===== src/hw/rtl/bdsc_pkg.sv =====
// ----------------------------------------------------------------------------
// bdsc_pkg
// Shared types, constants and calendar tables for the business day span
// counter: command and status bundles between controller and datapath.
// ----------------------------------------------------------------------------
package bdsc_pkg;

	localparam int YEAR_W  = 14;
	localparam int MONTH_W = 4;
	localparam int DOM_W   = 5;
	localparam int WDAY_W  = 3;
	localparam int DN_W    = 23;
	localparam int Q100_W  = 8;
	localparam int MUL_W   = 27;
	localparam int RAW_W   = 23;

	// floor(y / 100) = (y * RECIP_100) >> RECIP_SHIFT for every 14-bit y
	localparam logic [12:0] RECIP_100   = 13'd5243;
	localparam int          RECIP_SHIFT = 19;

	// floor(x / 7) = (x * RECIP_7) >> RECIP_7_SHIFT for every 23-bit x
	localparam logic [23:0] RECIP_7       = 24'd9586981;
	localparam int          RECIP_7_SHIFT = 26;
	localparam int          PROD_W        = 47;

	localparam logic [WDAY_W-1:0] WD_FRI = 3'd5;
	localparam logic [WDAY_W-1:0] WD_SAT = 3'd6;
	localparam logic [3:0]        SEVEN  = 4'd7;

	typedef logic [DN_W-1:0]   dn_t;
	typedef logic [YEAR_W-1:0] year_t;

	typedef struct packed {
		logic load;
		logic sel;
		logic step0;
		logic step1;
		logic step2;
		logic step3;
		logic wd_start;
		logic wd_store;
		logic span_start;
		logic finish;
	} cmd_t;

	typedef struct packed {
		logic div_done;
		logic later;
		logic bad;
		logic out_free;
	} sts_t;

	function automatic logic [DOM_W-1:0] month_len(input logic [MONTH_W-1:0] m,
		input logic leap);
		logic [DOM_W-1:0] len;
		case (m)
			4'd1, 4'd3, 4'd5, 4'd7, 4'd8, 4'd10, 4'd12: len = 5'd31;
			4'd4, 4'd6, 4'd9, 4'd11:                    len = 5'd30;
			4'd2:                                       len = leap ? 5'd29 : 5'd28;
			default:                                    len = 5'd0;
		endcase
		return len;
	endfunction

	// days before the first of the month, year starting in March
	function automatic logic [8:0] month_base(input logic [MONTH_W-1:0] m);
		logic [8:0] base;
		case (m)
			4'd3:    base = 9'd0;
			4'd4:    base = 9'd31;
			4'd5:    base = 9'd61;
			4'd6:    base = 9'd92;
			4'd7:    base = 9'd122;
			4'd8:    base = 9'd153;
			4'd9:    base = 9'd184;
			4'd10:   base = 9'd214;
			4'd11:   base = 9'd245;
			4'd12:   base = 9'd275;
			4'd1:    base = 9'd306;
			4'd2:    base = 9'd337;
			default: base = 9'd0;
		endcase
		return base;
	endfunction

	// business days among the first r days of a week starting on weekday sw
	function automatic logic [2:0] part_week(input logic [WDAY_W-1:0] sw,
		input logic [2:0] r);
		logic [2:0] cnt;
		logic [3:0] wd;
		cnt = 3'd0;
		for (int k = 0; k < 6; k++) begin
			wd = {1'b0, sw} + 4'(k);
			if (wd >= SEVEN)
				wd = wd - SEVEN;
			if ((3'(k) < r) && (wd[2:0] != WD_FRI) && (wd[2:0] != WD_SAT))
				cnt = cnt + 3'd1;
		end
		return cnt;
	endfunction

endpackage


===== src/hw/rtl/business_day_span_counter_unit.sv =====
// ----------------------------------------------------------------------------
// business_day_span_counter_unit
// Counts the days from a start date up to an end date, end excluded, whose
// weekday is neither Friday nor Saturday, and reports both weekdays.
// ----------------------------------------------------------------------------
// One transaction is in work at a time. Each date passes the four decode
// steps and the reciprocal divide by seven for its weekday, and the span is
// divided by seven once more unless either date is invalid or the end is not
// after the start. The next transaction is taken in the cycle after the last
// result is handed to the output register, while that result still waits for
// out_ready; a result that is not taken holds the next one in its last cycle.
// Invalid dates give bad_date with all other fields zero; counts saturate at
// 2**COUNT_BITS - 1.
module business_day_span_counter_unit #(
	parameter int COUNT_BITS = 22
) (
	input  logic                   clk,
	input  logic                   arst_n,
	input  logic                   in_valid,
	output logic                   in_ready,
	input  logic [13:0]            start_year,
	input  logic [3:0]             start_month,
	input  logic [4:0]             start_dom,
	input  logic [13:0]            end_year,
	input  logic [3:0]             end_month,
	input  logic [4:0]             end_dom,
	output logic                   out_valid,
	input  logic                   out_ready,
	output logic [COUNT_BITS-1:0]  business_days,
	output logic [2:0]             start_weekday,
	output logic [2:0]             end_weekday,
	output logic                   bad_date
);

	bdsc_pkg::cmd_t cmd;
	bdsc_pkg::sts_t sts;

	bdsc_ctrl u_ctrl (
		.clk      (clk),
		.arst_n   (arst_n),
		.in_valid (in_valid),
		.in_ready (in_ready),
		.sts      (sts),
		.cmd      (cmd)
	);

	bdsc_datapath #(
		.COUNT_BITS (COUNT_BITS)
	) u_dp (
		.clk           (clk),
		.arst_n        (arst_n),
		.cmd           (cmd),
		.sts           (sts),
		.start_year    (start_year),
		.start_month   (start_month),
		.start_dom     (start_dom),
		.end_year      (end_year),
		.end_month     (end_month),
		.end_dom       (end_dom),
		.out_valid     (out_valid),
		.out_ready     (out_ready),
		.business_days (business_days),
		.start_weekday (start_weekday),
		.end_weekday   (end_weekday),
		.bad_date      (bad_date)
	);

endmodule


===== src/hw/rtl/bdsc_div7.sv =====
// ----------------------------------------------------------------------------
// bdsc_div7
// Divide by seven through a reciprocal multiply: the product is registered
// on start, quotient and remainder in the cycle after; done rises with them.
// ----------------------------------------------------------------------------
module bdsc_div7 (
	input  logic                          clk,
	input  logic                          arst_n,
	input  logic                          start,
	input  bdsc_pkg::dn_t                 dividend,
	output logic                          done,
	output bdsc_pkg::dn_t                 quot,
	output logic [bdsc_pkg::WDAY_W-1:0]   rem
);

	logic                              step_q;
	logic                              done_q;
	bdsc_pkg::dn_t                     x_q;
	logic [bdsc_pkg::PROD_W-1:0]       prod_q;
	bdsc_pkg::dn_t                     quot_q;
	logic [bdsc_pkg::WDAY_W-1:0]       rem_q;
	bdsc_pkg::dn_t                     quot_d;
	bdsc_pkg::dn_t                     rem_d;

	assign quot_d = bdsc_pkg::dn_t'(prod_q[bdsc_pkg::PROD_W-1:bdsc_pkg::RECIP_7_SHIFT]);
	assign rem_d  = x_q - ((quot_d << 3) - quot_d);

	always_ff @(posedge clk or negedge arst_n) begin
		if (!arst_n) begin
			step_q <= 1'b0;
			done_q <= 1'b0;
		end else begin
			step_q <= start;
			done_q <= step_q;
		end
	end

	always_ff @(posedge clk) begin
		if (start) begin
			x_q    <= dividend;
			prod_q <= bdsc_pkg::PROD_W'(dividend) * bdsc_pkg::PROD_W'(bdsc_pkg::RECIP_7);
		end
		if (step_q) begin
			quot_q <= quot_d;
			rem_q  <= rem_d[bdsc_pkg::WDAY_W-1:0];
		end
	end

	assign done = done_q;
	assign quot = quot_q;
	assign rem  = rem_q;

endmodule


===== src/hw/rtl/bdsc_datapath.sv =====
// ----------------------------------------------------------------------------
// bdsc_datapath
// Date decode, day-number build, weekday and span division, count assembly
// and the output register.
// ----------------------------------------------------------------------------
module bdsc_datapath #(
	parameter int COUNT_BITS = 22
) (
	input  logic                          clk,
	input  logic                          arst_n,
	input  bdsc_pkg::cmd_t                cmd,
	output bdsc_pkg::sts_t                sts,
	input  logic [13:0]                   start_year,
	input  logic [3:0]                    start_month,
	input  logic [4:0]                    start_dom,
	input  logic [13:0]                   end_year,
	input  logic [3:0]                    end_month,
	input  logic [4:0]                    end_dom,
	output logic                          out_valid,
	input  logic                          out_ready,
	output logic [COUNT_BITS-1:0]         business_days,
	output logic [2:0]                    start_weekday,
	output logic [2:0]                    end_weekday,
	output logic                          bad_date
);

	localparam int WIDE_W = (COUNT_BITS > bdsc_pkg::RAW_W) ? COUNT_BITS : bdsc_pkg::RAW_W;
	localparam logic [WIDE_W-1:0] CMAX = {WIDE_W{1'b1}} >> (WIDE_W - COUNT_BITS);

	bdsc_pkg::year_t               sy_q, ey_q, yy_q;
	logic [bdsc_pkg::MONTH_W-1:0]  sm_q, em_q;
	logic [bdsc_pkg::DOM_W-1:0]    sd_q, ed_q;
	logic                          a_q, leap_q, bad_q;
	logic [bdsc_pkg::MUL_W-1:0]    mul_q;
	logic [bdsc_pkg::Q100_W-1:0]   qyy_q;
	bdsc_pkg::dn_t                 part_q, ns_q, ne_q;
	logic [2:0]                    sw_q, ew_q;
	logic                          out_valid_q;
	logic [COUNT_BITS-1:0]         count_q;
	logic [2:0]                    sw_out_q, ew_out_q;
	logic                          bad_out_q;

	bdsc_pkg::year_t               y;
	logic [bdsc_pkg::MONTH_W-1:0]  m;
	logic [bdsc_pkg::DOM_W-1:0]    d;
	logic [bdsc_pkg::Q100_W-1:0]   q100;
	bdsc_pkg::year_t               hund;
	logic                          r0;
	logic                          valid;
	bdsc_pkg::dn_t                 yy_w, part_d, dn_d;
	logic                          div_start, div_done;
	bdsc_pkg::dn_t                 div_in, div_quot;
	logic [2:0]                    div_rem;
	logic                          later;
	logic [bdsc_pkg::RAW_W-1:0]    raw;
	logic [WIDE_W-1:0]             raw_w, sat;

	assign y = cmd.sel ? ey_q : sy_q;
	assign m = cmd.sel ? em_q : sm_q;
	assign d = cmd.sel ? ed_q : sd_q;

	assign q100 = mul_q[bdsc_pkg::MUL_W-1:bdsc_pkg::RECIP_SHIFT];
	assign hund = bdsc_pkg::year_t'({q100, 6'b0}) + bdsc_pkg::year_t'({q100, 5'b0})
		+ bdsc_pkg::year_t'({q100, 2'b0});
	assign r0   = (hund == y);

	assign valid = (y != '0) && (m >= 4'd1) && (m <= 4'd12) && (d != '0)
		&& (d <= bdsc_pkg::month_len(m, leap_q));

	assign yy_w   = bdsc_pkg::dn_t'(yy_q);
	assign part_d = (yy_w << 8) + (yy_w << 6) + (yy_w << 5) + (yy_w << 3)
		+ (yy_w << 2) + yy_w + (yy_w >> 2);
	assign dn_d   = part_q - bdsc_pkg::dn_t'(qyy_q) + bdsc_pkg::dn_t'(qyy_q >> 2)
		+ bdsc_pkg::dn_t'(d) + bdsc_pkg::dn_t'(bdsc_pkg::month_base(m))
		+ bdsc_pkg::dn_t'(2);

	assign later     = ne_q > ns_q;
	assign div_start = cmd.wd_start || cmd.span_start;
	assign div_in    = cmd.span_start ? (ne_q - ns_q) : (cmd.sel ? ne_q : ns_q);

	bdsc_div7 u_div7 (
		.clk      (clk),
		.arst_n   (arst_n),
		.start    (div_start),
		.dividend (div_in),
		.done     (div_done),
		.quot     (div_quot),
		.rem      (div_rem)
	);

	assign raw   = bdsc_pkg::RAW_W'({div_quot, 2'b0}) + bdsc_pkg::RAW_W'(div_quot)
		+ bdsc_pkg::RAW_W'(bdsc_pkg::part_week(sw_q, div_rem));
	assign raw_w = WIDE_W'(raw);
	assign sat   = (raw_w > CMAX) ? CMAX : raw_w;

	always_ff @(posedge clk) begin
		if (cmd.load) begin
			sy_q <= start_year;
			sm_q <= start_month;
			sd_q <= start_dom;
			ey_q <= end_year;
			em_q <= end_month;
			ed_q <= end_dom;
		end
		if (cmd.step0) begin
			a_q   <= (m <= 4'd2);
			yy_q  <= y - bdsc_pkg::year_t'(m <= 4'd2);
			mul_q <= bdsc_pkg::MUL_W'(y) * bdsc_pkg::MUL_W'(bdsc_pkg::RECIP_100);
		end
		if (cmd.step1) begin
			qyy_q  <= (a_q && r0) ? q100 - 1'b1 : q100;
			leap_q <= (y[1:0] == 2'b00) && (!r0 || (q100[1:0] == 2'b00));
		end
		if (cmd.step2)
			part_q <= part_d;
		if (cmd.step3) begin
			if (cmd.sel)
				ne_q <= dn_d;
			else
				ns_q <= dn_d;
		end
		if (cmd.wd_store) begin
			if (cmd.sel)
				ew_q <= div_rem;
			else
				sw_q <= div_rem;
		end
		if (cmd.finish) begin
			bad_out_q <= bad_q;
			sw_out_q  <= bad_q ? 3'd0 : sw_q;
			ew_out_q  <= bad_q ? 3'd0 : ew_q;
			count_q   <= (bad_q || !later) ? '0 : sat[COUNT_BITS-1:0];
		end
	end

	always_ff @(posedge clk or negedge arst_n) begin
		if (!arst_n) begin
			bad_q       <= 1'b0;
			out_valid_q <= 1'b0;
		end else begin
			if (cmd.load)
				bad_q <= 1'b0;
			else if (cmd.step2 && !valid)
				bad_q <= 1'b1;
			if (cmd.finish)
				out_valid_q <= 1'b1;
			else if (out_ready)
				out_valid_q <= 1'b0;
		end
	end

	assign sts.div_done = div_done;
	assign sts.later    = later;
	assign sts.bad      = bad_q;
	assign sts.out_free = !out_valid_q || out_ready;

	assign out_valid     = out_valid_q;
	assign business_days = count_q;
	assign start_weekday = sw_out_q;
	assign end_weekday   = ew_out_q;
	assign bad_date      = bad_out_q;

endmodule


===== src/hw/rtl/bdsc_ctrl.sv =====
// ----------------------------------------------------------------------------
// bdsc_ctrl
// Sequencer: decodes both dates in turn, runs the weekday divides and, for a
// valid span, the span divide, then hands the result to the output register.
// ----------------------------------------------------------------------------
module bdsc_ctrl (
	input  logic            clk,
	input  logic            arst_n,
	input  logic            in_valid,
	output logic            in_ready,
	input  bdsc_pkg::sts_t  sts,
	output bdsc_pkg::cmd_t  cmd
);

	localparam logic [3:0] ST_IDLE = 4'd0;
	localparam logic [3:0] ST_D0   = 4'd1;
	localparam logic [3:0] ST_D1   = 4'd2;
	localparam logic [3:0] ST_D2   = 4'd3;
	localparam logic [3:0] ST_D3   = 4'd4;
	localparam logic [3:0] ST_WDS  = 4'd5;
	localparam logic [3:0] ST_WDW  = 4'd6;
	localparam logic [3:0] ST_SPS  = 4'd7;
	localparam logic [3:0] ST_SPW  = 4'd8;
	localparam logic [3:0] ST_FIN  = 4'd9;

	logic [3:0] state_q, state_d;
	logic       sel_q, sel_d;

	always_comb begin
		state_d = state_q;
		sel_d   = sel_q;
		cmd     = '0;
		cmd.sel = sel_q;
		unique case (state_q)
			ST_IDLE: begin
				if (in_valid) begin
					cmd.load = 1'b1;
					sel_d    = 1'b0;
					state_d  = ST_D0;
				end
			end
			ST_D0: begin
				cmd.step0 = 1'b1;
				state_d   = ST_D1;
			end
			ST_D1: begin
				cmd.step1 = 1'b1;
				state_d   = ST_D2;
			end
			ST_D2: begin
				cmd.step2 = 1'b1;
				state_d   = ST_D3;
			end
			ST_D3: begin
				cmd.step3 = 1'b1;
				state_d   = ST_WDS;
			end
			ST_WDS: begin
				cmd.wd_start = 1'b1;
				state_d      = ST_WDW;
			end
			ST_WDW: begin
				if (sts.div_done) begin
					cmd.wd_store = 1'b1;
					if (sel_q) begin
						state_d = ST_SPS;
					end else begin
						sel_d   = 1'b1;
						state_d = ST_D0;
					end
				end
			end
			ST_SPS: begin
				if (sts.bad || !sts.later) begin
					state_d = ST_FIN;
				end else begin
					cmd.span_start = 1'b1;
					state_d        = ST_SPW;
				end
			end
			ST_SPW: begin
				if (sts.div_done)
					state_d = ST_FIN;
			end
			ST_FIN: begin
				if (sts.out_free) begin
					cmd.finish = 1'b1;
					state_d    = ST_IDLE;
				end
			end
			default: state_d = ST_IDLE;
		endcase
	end

	always_ff @(posedge clk or negedge arst_n) begin
		if (!arst_n) begin
			state_q <= ST_IDLE;
			sel_q   <= 1'b0;
		end else begin
			state_q <= state_d;
			sel_q   <= sel_d;
		end
	end

	assign in_ready = (state_q == ST_IDLE);

endmodule


===== config.mk =====
export PLATFORM = sky130hd
export DESIGN_NAME = business_day_span_counter_unit
export DESIGN_NICKNAME = d
export VERILOG_FILES = /design/src/hw/rtl/bdsc_pkg.sv /design/src/hw/rtl/business_day_span_counter_unit.sv /design/src/hw/rtl/bdsc_div7.sv /design/src/hw/rtl/bdsc_datapath.sv /design/src/hw/rtl/bdsc_ctrl.sv
export SDC_FILE = /design/constraint.sdc
export NUM_CORES = 1
export LEC_CHECK = 0
export BUFFER_PORTS_ARGS = -buffer_cell sky130_fd_sc_hd__buf_4
export CORE_AREA = 2 2 337 205
export CTS_CLUSTER_SIZE = 28
export DETAILED_ROUTE_END_ITERATION = 10
export DIE_AREA = 0 0 339 207
export HOLD_SLACK_MARGIN = 0.15
export PLACE_DENSITY = 0.64
export RECOVER_POWER = 100
export SLEW_MARGIN = 20
export SYNTH_ARGS = -nofsm -noshare
export SYNTH_HDL_FRONTEND = slang
export SYNTH_SLANG_ARGS = --single-unit
export TNS_END_PERCENT = 10

===== constraint.sdc =====
create_clock -name clk -period 8.6 [get_ports clk]
set_input_delay 1.29 -clock clk [delete_from_list [all_inputs] [get_ports clk]]
set_output_delay 1.29 -clock clk [all_outputs]
set_load 0.01 [all_outputs]

==> out/metrics.json, run 1 <==
{
  "timing": {
    "fin_skew_ns": 0.0179,
    "max_slew_margin": -1.09,
    "worst-slew-pin-transition_ns": 3.13,
    "timing_max_transition_violations_final": 108,
    "worst_slack_ns": -0.131,
    "final.hold.worst_slack_ns": 0.418,
    "finalCriticalPeriod_ns": 8.73,
    "final.setup.tns_ns": -0.325,
    "achievable-frequency_mhz": 115,
    "post-route-period-util": 1.02,
    "rsz_0062_raised_after_global_routing": "yes",
    "setup_violations": 4,
    "finalHoldViolCount": 0
  },
  "route": {
    "dr_total_vias": 18790,
    "vias_per_cell": 5.18,
    "first_iter_violations": 1195,
    "drt.antenna.violating_nets": 0,
    "finalWirelength_mm": 64.2,
    "drt_pre_antenna_iters": 6,
    "drt_drc_violations_left": 0,
    "routed_wire_per_std_cell_um": 17.7
  },
  "synthesis": {
    "synth_async_sr_flop_share": 0.0377,
    "ys.flop_type": "edfxtp_1",
    "syn-mean-instance-area_um2": 10.8,
    "synth_cell_type_count": 79,
    "synth_fp_nets": 3262,
    "mappedNetlistArea_um2": 26600,
    "yosysWarnings": 0,
    "synth.yosys.seq_area_share": 0.268,
    "synth.ff_latch_count": 239,
    "edff_count_synth": 230,
    "synth_cells": 2457
  },
  "floorplan": {
    "die_w_um": 339,
    "top_level_ports": 81,
    "placement_rows": 74,
    "die_h_um": 207,
    "initial_core_util": 0.395,
    "core_area_um2": 67300,
    "dieArea_um2": 70200
  },
  "critical_path": {
    "worst_ep_required_time_ns": 8.92,
    "cp_max_fo": 5,
    "regToRegStartpoint": "u_dp.ne_q[0]$_DFFE_PP_",
    "critical_path.endpoint_type": "register",
    "crit_path_top_delay_cell": "fa_1",
    "cp-start-kind": "register",
    "setup.worst_path.class": "reg2reg",
    "worstPathArrival_ns": 9.05,
    "crit_path_frequent_cell": "inv_2",
    "critical_path.startpoint": "u_dp.ne_q[0]$_DFFE_PP_",
    "cp_slowest_stage_delay_ns": 0.55
  },
  "placed_design": {
    "gp_congestion": 0.972,
    "dpl-instance-area_um2": 29400,
    "dpl.cell_count": 3566,
    "buffer_ports.inserted": 80,
    "sum_of_net_half_perimeters_after_detailed_placement_mm": 54.2
  },
  "clock_network": {
    "clockBufferDepth": 3,
    "clock-sinks": 239,
    "cts_tree": "yes",
    "ctsHoldBuffers": 0,
    "clockRootBuffer": "clkbuf_16",
    "clkTransAtPathRegs_ns": 0.06,
    "htree_num_levels": 1,
    "cts-buffers-inserted": 28,
    "clkLatencyLatePin_ns": 0.57
  },
  "status": {
    "failed_checks": "capacitance limit, slew limit, setup timing",
    "result_of_the_run": "finished with violations"
  },
  "grt": {
    "via_count_of_the_first_global_routing_pass": 18950,
    "grt.total_usage": 0.182,
    "global_route_overflow": 0,
    "grt_max_degree": 49,
    "wire_length_of_the_first_global_routing_pass_mm": 102,
    "grt_antenna_before_repair": 2
  },
  "hold_path": {
    "timing.hold.worst.start": "u_dp.u_div7.prod_q[37]$_DFFE_PP_",
    "hp-class": "reg2reg"
  },
  "flow_run": {
    "max_cap_viol_count": 3
  },
  "cells_and_area": {
    "layout.cells.most_common": "ha_1",
    "drive_above_1_share": 0.119,
    "mostFrequentLayoutCells": "511 x ha_1, 410 x inv_1, 237 x fa_1",
    "post-route-cell-area_um2": 30600,
    "area.growth.synth_to_final_pct": 14.8,
    "final_nets": 3498,
    "fin_cells": 3628
  }
}
## logic make-up after synthesis
kind of cell,synth area share
adders and majority gates,0.422
buffers and inverters,0.0633
AOI/OAI and AO/OA,0.104
and+or+nand+nor,0.0697
DFF,0.268
xor gates and xnor gates,0.0497
muxes,0.0225
## cell type report
type	instances	area (µm²)
inverters	417	1570
flip-flops and latches	239	7130
diodes	1	2.50
clock buffers	30	708
repair buffers	235	1620
clock inverters	22	312
well taps	912	1140
fillers	6266	36800
multi-input cells	1772	18100
## what timing repair did
action                     CTS  global route
setup buffers                7             2
cloned                       0             0
setup endpoints to repair   21            21
gates resized for setup     36            31
pin swaps                   23            19
## critical path, delay by kind of cell (launching register included)
family                   cells  cell delay, ns
flip-flops                   1            0.43
multiplexers                 1            0.30
AO/OA/AOI/OAI               16            2.75
XOR/XNOR                     3            0.37
AND/OR/NAND/NOR              2            0.48
adder cells (fa/ha/maj)     10            3.67
buffers and inverters        6            0.45
## flip-flops by register name (all words and copies together) (netlist names), 8 cells and up
register / flops
u_dp.ne_q: 23
u_dp.u_div7.prod_q: 21
u_dp.u_div7.quot: 21
u_dp.ey_q: 14
u_dp.ns_q: 23
u_dp.mul_q: 8
u_dp.qyy_q: 8
u_dp.part_q: 23
u_dp.business_days: 22
u_dp.sy_q: 14
u_dp.yy_q: 14
## routing by layer
layer,routed length [µm],GRT usage,vias to the layer above
met3,5640,0.0507,60
met2,25500,0.250,504
met5,27,0,-
met1,32300,0.286,9237
met4,769,0.0257,4
li1,-,-,8985
## cell usage after synthesis, drive strengths merged, types with 36 or more instances
library cell    n  area share
ha            516        0.24
fa            239        0.18
inv           416       0.059
xor2           36       0.012
nand2          95       0.013
a21o           58       0.016
nor2          100       0.014
o21ai          86       0.016
mux2i          44       0.017
xnor2         115       0.038
a21oi         152       0.029
edfxtp        230        0.26
## path summary, 6_finish.rpt
path                                                    endpoint  slack (ns)  cells after the start
worst min-delay path              u_dp.u_div7.quot[11]$_DFFE_PP_        0.42                      0
worst max-delay path            u_dp.u_div7.prod_q[39]$_DFFE_PP_       -0.13                     38
worst max register to register  u_dp.u_div7.prod_q[39]$_DFFE_PP_       -0.13                     38
min in group asynchronous             u_dp.u_div7.done$_DFF_PN0_        0.69                      1
max in group asynchronous          u_ctrl.state_q[3]$_DFFE_PN0P_        7.52                      1
worst min register to register    u_dp.u_div7.quot[11]$_DFFE_PP_        0.42                      0
## metrics by stage
stage	utilization	setup WS, ns
after floorplan	-	0.128
after global placement	0.436	-0.587
after detailed placement	0.436	-0.825
after CTS	0.455	-0.236
after global routing	0.454	-0.458
final	0.454	-0.131
Power of run 1 is not shown: default switching activity piles up to over one toggle a cycle in this logic, so the estimate is an artifact.
==> run 2, diff against run 1 <==
--- a/config.mk
+++ b/config.mk
@@ -5,11 +5,13 @@
 export SDC_FILE = /design/constraint.sdc
 export NUM_CORES = 1
 export LEC_CHECK = 0
+export ABC_AREA = 1
 export BUFFER_PORTS_ARGS = -buffer_cell sky130_fd_sc_hd__buf_4
-export CORE_AREA = 2 2 337 205
+export CORE_AREA = 4 4 346 212
+export CTS_BUF_LIST = sky130_fd_sc_hd__clkbuf_8
 export CTS_CLUSTER_SIZE = 28
 export DETAILED_ROUTE_END_ITERATION = 10
-export DIE_AREA = 0 0 339 207
+export DIE_AREA = 0 0 350 216
 export HOLD_SLACK_MARGIN = 0.15
 export PLACE_DENSITY = 0.64
 export RECOVER_POWER = 100
==> run 2 against run 1 <==
Effect of this change:
- the flow finishes with violations (capacitance limit, slew limit)
- die area up 7.7%
- synthesized cell count up 21%
- sequential cell count unchanged
- count of clock-buffer cells in the layout up 11
- non-clock buffer count down 122
- global-route usage about the same
- synthesized area up 4.7%
- via count up 9.0%
- maximum frequency up 4.9%
- critical path depth down 5
- critical path type unchanged
==> out/metrics.json, run 2 <==
{
  "cells_and_area": {
    "layout.cells.most_common": {"value": "inv_1", "change": "was ha_1"},
    "final_nets": {"value": 3914, "change": "was 3498"},
    "mostFrequentLayoutCells": {"value": "608 x inv_1, 515 x ha_1, 398 x nand2_1", "change": "was 511 x ha_1, 410 x inv_1, 237 x fa_1"},
    "drive_above_1_share": {"value": 0.0596, "change": "was 0.119"},
    "area.growth.synth_to_final": {"value": 9.47, "unit": "%", "change": "was 14.8%"},
    "top_regs": {"value": "u_dp.ne_q (23), u_dp.ns_q (23), u_dp.part_q (23)", "change": "unchanged"},
    "fillers": {"value": 6843, "change": "was 6266"}
  },
  "floorplan": {
    "dieArea": {"value": 75600, "unit": "µm²", "change": "was 70200 µm²"},
    "initial_core_util": {"value": 0.400, "change": "was 0.395"},
    "die_h": {"value": 216, "unit": "µm", "change": "was 207 µm"},
    "core_area": {"value": 69700, "unit": "µm²", "change": "was 67300 µm²"},
    "die_w": {"value": 350, "unit": "µm", "change": "was 339 µm"},
    "top_level_ports": {"value": 81, "change": "unchanged"},
    "placement_rows": {"value": 75, "change": "was 74"}
  },
  "clock_network": {
    "clkLatencyLatePin": {"value": 0.62, "unit": "ns", "change": "was 0.57 ns"},
    "clkTransAtPathRegs": {"value": 0.06, "unit": "ns", "change": "about the same"},
    "clockBufferDepth": {"value": 3, "change": "unchanged"},
    "clock-sinks": {"value": 239, "change": "unchanged"},
    "clockRootBuffer": {"value": "clkbuf_8", "change": "was clkbuf_16"},
    "htree_num_levels": {"value": 2, "change": "was 1"},
    "cts-buffers-inserted": {"value": 41, "change": "was 28"},
    "cts_tree": {"value": "yes", "change": "unchanged"},
    "ctsHoldBuffers": {"value": 0, "change": "unchanged"}
  },
  "grt": {
    "global_route_overflow": {"value": 0, "change": "unchanged"},
    "wire_length_of_the_first_global_routing_pass": {"value": 108, "unit": "mm", "change": "was 102 mm"},
    "grt.total_usage": {"value": 0.183, "change": "was 0.182"},
    "grt_max_degree": {"value": 49, "change": "unchanged"},
    "via_count_of_the_first_global_routing_pass": {"value": 19066, "change": "was 19.0k"},
    "grt_antenna_before_repair": {"value": 1, "change": "was 2"}
  },
  "timing": {
    "post-route-period-util": {"value": 0.968, "change": "was 1.02"},
    "rsz_0062_raised_after_global_routing": {"value": "yes", "change": "unchanged"},
    "timing_max_transition_violations_final": {"value": 120, "change": "was 108"},
    "fin_skew": {"value": 0.0350, "unit": "ns", "change": "was 0.0179 ns"},
    "worst-slew-pin-transition": {"value": 3.18, "unit": "ns", "change": "was 3.13 ns"},
    "achievable-frequency": {"value": 120, "unit": "MHz", "change": "was 115 MHz"},
    "max_slew_margin": {"value": -1.12, "change": "was -1.09"},
    "setup_violations": {"value": 0, "change": "was 4"},
    "finalCriticalPeriod": {"value": 8.32, "unit": "ns", "change": "was 8.73 ns"},
    "finalHoldViolCount": {"value": 0, "change": "unchanged"},
    "final.hold.worst_slack": {"value": 0.413, "unit": "ns", "change": "was 0.418 ns"}
  },
  "critical_path": {
    "cpLargestDelayFamily": {"value": "adder cells", "change": "unchanged"},
    "critical_path.endpoint_type": {"value": "register", "change": "unchanged"},
    "crit_path_top_delay_cell": {"value": "fa_1", "change": "unchanged"},
    "worst_ep_required_time": {"value": 8.94, "unit": "ns", "change": "was 8.92 ns"},
    "worstPathArrival": {"value": 8.66, "unit": "ns", "change": "was 9.05 ns"},
    "critical_path.startpoint": {"value": "u_dp.ne_q[15]$_DFFE_PP_", "change": "was u_dp.ne_q[0]$_DFFE_PP_"},
    "worst_setup_path_endpoint": {"value": "u_dp.u_div7.prod_q[41]$_DFFE_PP_", "change": "was u_dp.u_div7.prod_q[39]$_DFFE_PP_"},
    "cp_max_fo": {"value": 5, "change": "unchanged"},
    "setup.worst_path.class": {"value": "reg2reg", "change": "unchanged"},
    "regToRegStartpoint": {"value": "u_dp.ne_q[15]$_DFFE_PP_", "change": "was u_dp.ne_q[0]$_DFFE_PP_"},
    "reg2reg_depth": {"value": 33, "change": "was 38"},
    "timing.critical_path.buf_inv": {"value": 4, "change": "was 6"},
    "crit_cells": {"value": 33, "change": "was 38"},
    "timing.rr.end": {"value": "u_dp.u_div7.prod_q[41]$_DFFE_PP_", "change": "was u_dp.u_div7.prod_q[39]$_DFFE_PP_"},
    "regToRegSetupSlack": {"value": 0.28, "unit": "ns", "change": "was -0.13 ns"},
    "cp-start-kind": {"value": "register", "change": "unchanged"},
    "crit_path_frequent_cell": {"value": "fa_1", "change": "was inv_2"},
    "cp_slowest_stage_delay": {"value": 0.58, "unit": "ns", "change": "was 0.55 ns"}
  },
  "hold_path": {
    "timing.hold.worst.start": {"value": "u_dp.u_div7.prod_q[30]$_DFFE_PP_", "change": "was u_dp.u_div7.prod_q[37]$_DFFE_PP_"},
    "worstHoldPathCells": {"value": 0, "change": "unchanged"},
    "hp-class": {"value": "reg2reg", "change": "unchanged"}
  },
  "synthesis": {
    "synth_async_sr_flop_share": {"value": 0.0377, "change": "unchanged"},
    "synth.yosys.seq_area_share": {"value": 0.256, "change": "was 0.268"},
    "synth.top_cells.by_count": {"value": "599 x inv_1, 516 x ha_1, 398 x nand2_1, 239 x fa_1, 230 x edfxtp_1", "change": "was 516 x ha_1, 416 x inv_1, 239 x fa_1, 230 x edfxtp_1, 150 x a21oi_1"},
    "yosys.cell_count.top_type": {"value": "inv_1", "change": "was ha_1"},
    "synthTopCellsByArea": {"value": "edfxtp_1 25%, ha_1 23%, fa_1 17%", "change": "was edfxtp_1 26%, ha_1 24%, fa_1 18%"},
    "edff_count_synth": {"value": 230, "change": "unchanged"},
    "ys.flop_type": {"value": "edfxtp_1", "change": "unchanged"},
    "syn-mean-instance-area": {"value": 9.37, "unit": "µm²", "change": "was 10.8 µm²"},
    "synth_fp_nets": {"value": 3778, "change": "was 3262"},
    "synth_cells": {"value": 2973, "change": "was 2457"},
    "mappedNetlistArea": {"value": 27900, "unit": "µm²", "change": "was 26600 µm²"},
    "synth_cell_type_count": {"value": 62, "change": "was 79"},
    "most_area_hungry_cell_type_in_the_yosys_netlist": {"value": "edfxtp_1", "change": "unchanged"},
    "yosysWarnings": {"value": 0, "change": "unchanged"},
    "synth_top_area_share": {"value": 0.248, "change": "was 0.260"},
    "synth.ff_latch_count": {"value": 239, "change": "unchanged"}
  },
  "placed_design": {
    "sum_of_net_half_perimeters_after_detailed_placement": {"value": 59.0, "unit": "mm", "change": "was 54.2 mm"},
    "gp_congestion": {"value": 0.964, "change": "was 0.972"},
    "buffer_ports.inserted": {"value": 80, "change": "unchanged"}
  },
  "route": {
    "first_iter_violations": {"value": 1617, "change": "was 1195"},
    "drt.antenna.violating_nets": {"value": 0, "change": "unchanged"},
    "drt_pre_antenna_iters": {"value": 6, "change": "unchanged"},
    "finalWirelength": {"value": 68.8, "unit": "mm", "change": "was 64.2 mm"},
    "drt_drc_violations_left": {"value": 0, "change": "unchanged"},
    "vias_per_cell": {"value": 5.04, "change": "was 5.18"},
    "dr_total_vias": {"value": 20486, "change": "was 18.8k"},
    "routed_wire_per_std_cell": {"value": 16.9, "unit": "µm", "change": "was 17.7 µm"}
  },
  "status": {
    "failed_checks": {"value": "capacitance limit, slew limit", "change": "was capacitance limit, slew limit, setup timing"},
    "result_of_the_run": {"value": "finished with violations", "change": "unchanged"}
  },
  "flow_run": {
    "max_cap_viol_count": {"value": 5, "change": "was 3"}
  }
}
[run 2: cell count changes in the layout (fill, tap and decap cells not counted), sizes merged, moves of 42 or more]
cell,change
nand2,+310
inv,+195
buf,-121
o21ai,+76
nor2,+74
xnor2,-68
xor2,+63
a21o,-54
a21oi,+46
mux2i,-42
[run 2: per-layer routing]
metal  global-route usage  part of all wire  vias to the layer above  wire, µm
met1                0.319              0.56                     9595     38300
met4               0.0238            0.0093                        0       639
met2                0.196              0.31                      719     21300
met5                    0                 0                        -         0
met3               0.0738              0.12                       59      8500
li1                     -                 -                    10113         -
[run 2: layout make-up]
type | count | area, µm² | share of cell area
clock buffers | 41 | 564 | 0.0185
diodes | 1 | 2.50 | 0.0000820
repair buffers | 113 | 683 | 0.0224
inverters | 601 | 2260 | 0.0740
clock inverters | 33 | 287 | 0.00939
multi-input cells | 2113 | 18400 | 0.604
flip-flops and latches | 239 | 7130 | 0.234
well taps | 924 | 1160 | 0.0379
[run 2: logic make-up after synthesis]
logic type | synth area share
mux | 0.00193
compound gates | 0.0942
flops | 0.256
simple gates | 0.114
xor+xnor | 0.0459
buf+inv | 0.0845
fa+ha+maj | 0.403
[run 2: timing repair]
action | in CTS | in global routing
resized for setup | 0 | 13
endpoints found under the setup margin | 0 | 17
hold endpoints to repair | 0 | 0
buffers inserted | 0 | 0
[run 2: metrics by stage]
step	setup WS, ns	TNS [ns]	area (µm²)	cells	utilization
after floorplan	1.41	0	27900	2973	-
after detailed placement	0.347	0	29800	3990	0.427
final	0.279	0	30500	4065	0.438
after CTS	0.308	0	30600	4064	0.440
after global placement	0.396	0	29800	3990	0.427
after global routing	-0.0820	-0.105	30500	4065	0.438
[run 2: how the worst min path moves through the flow]
stage | slack (ns) | endpoint
floorplan | 0.40 | u_dp.u_div7.quot[10]$_DFFE_PP_
CTS | 0.42 | u_dp.u_div7.quot[4]$_DFFE_PP_
global route | 0.43 | u_dp.u_div7.quot[4]$_DFFE_PP_
detailed placement | 0.40 | u_dp.u_div7.quot[13]$_DFFE_PP_
global placement | 0.40 | u_dp.u_div7.quot[11]$_DFFE_PP_
finish | 0.41 | u_dp.u_div7.quot[4]$_DFFE_PP_
Power of run 2 is left out for the same reason.
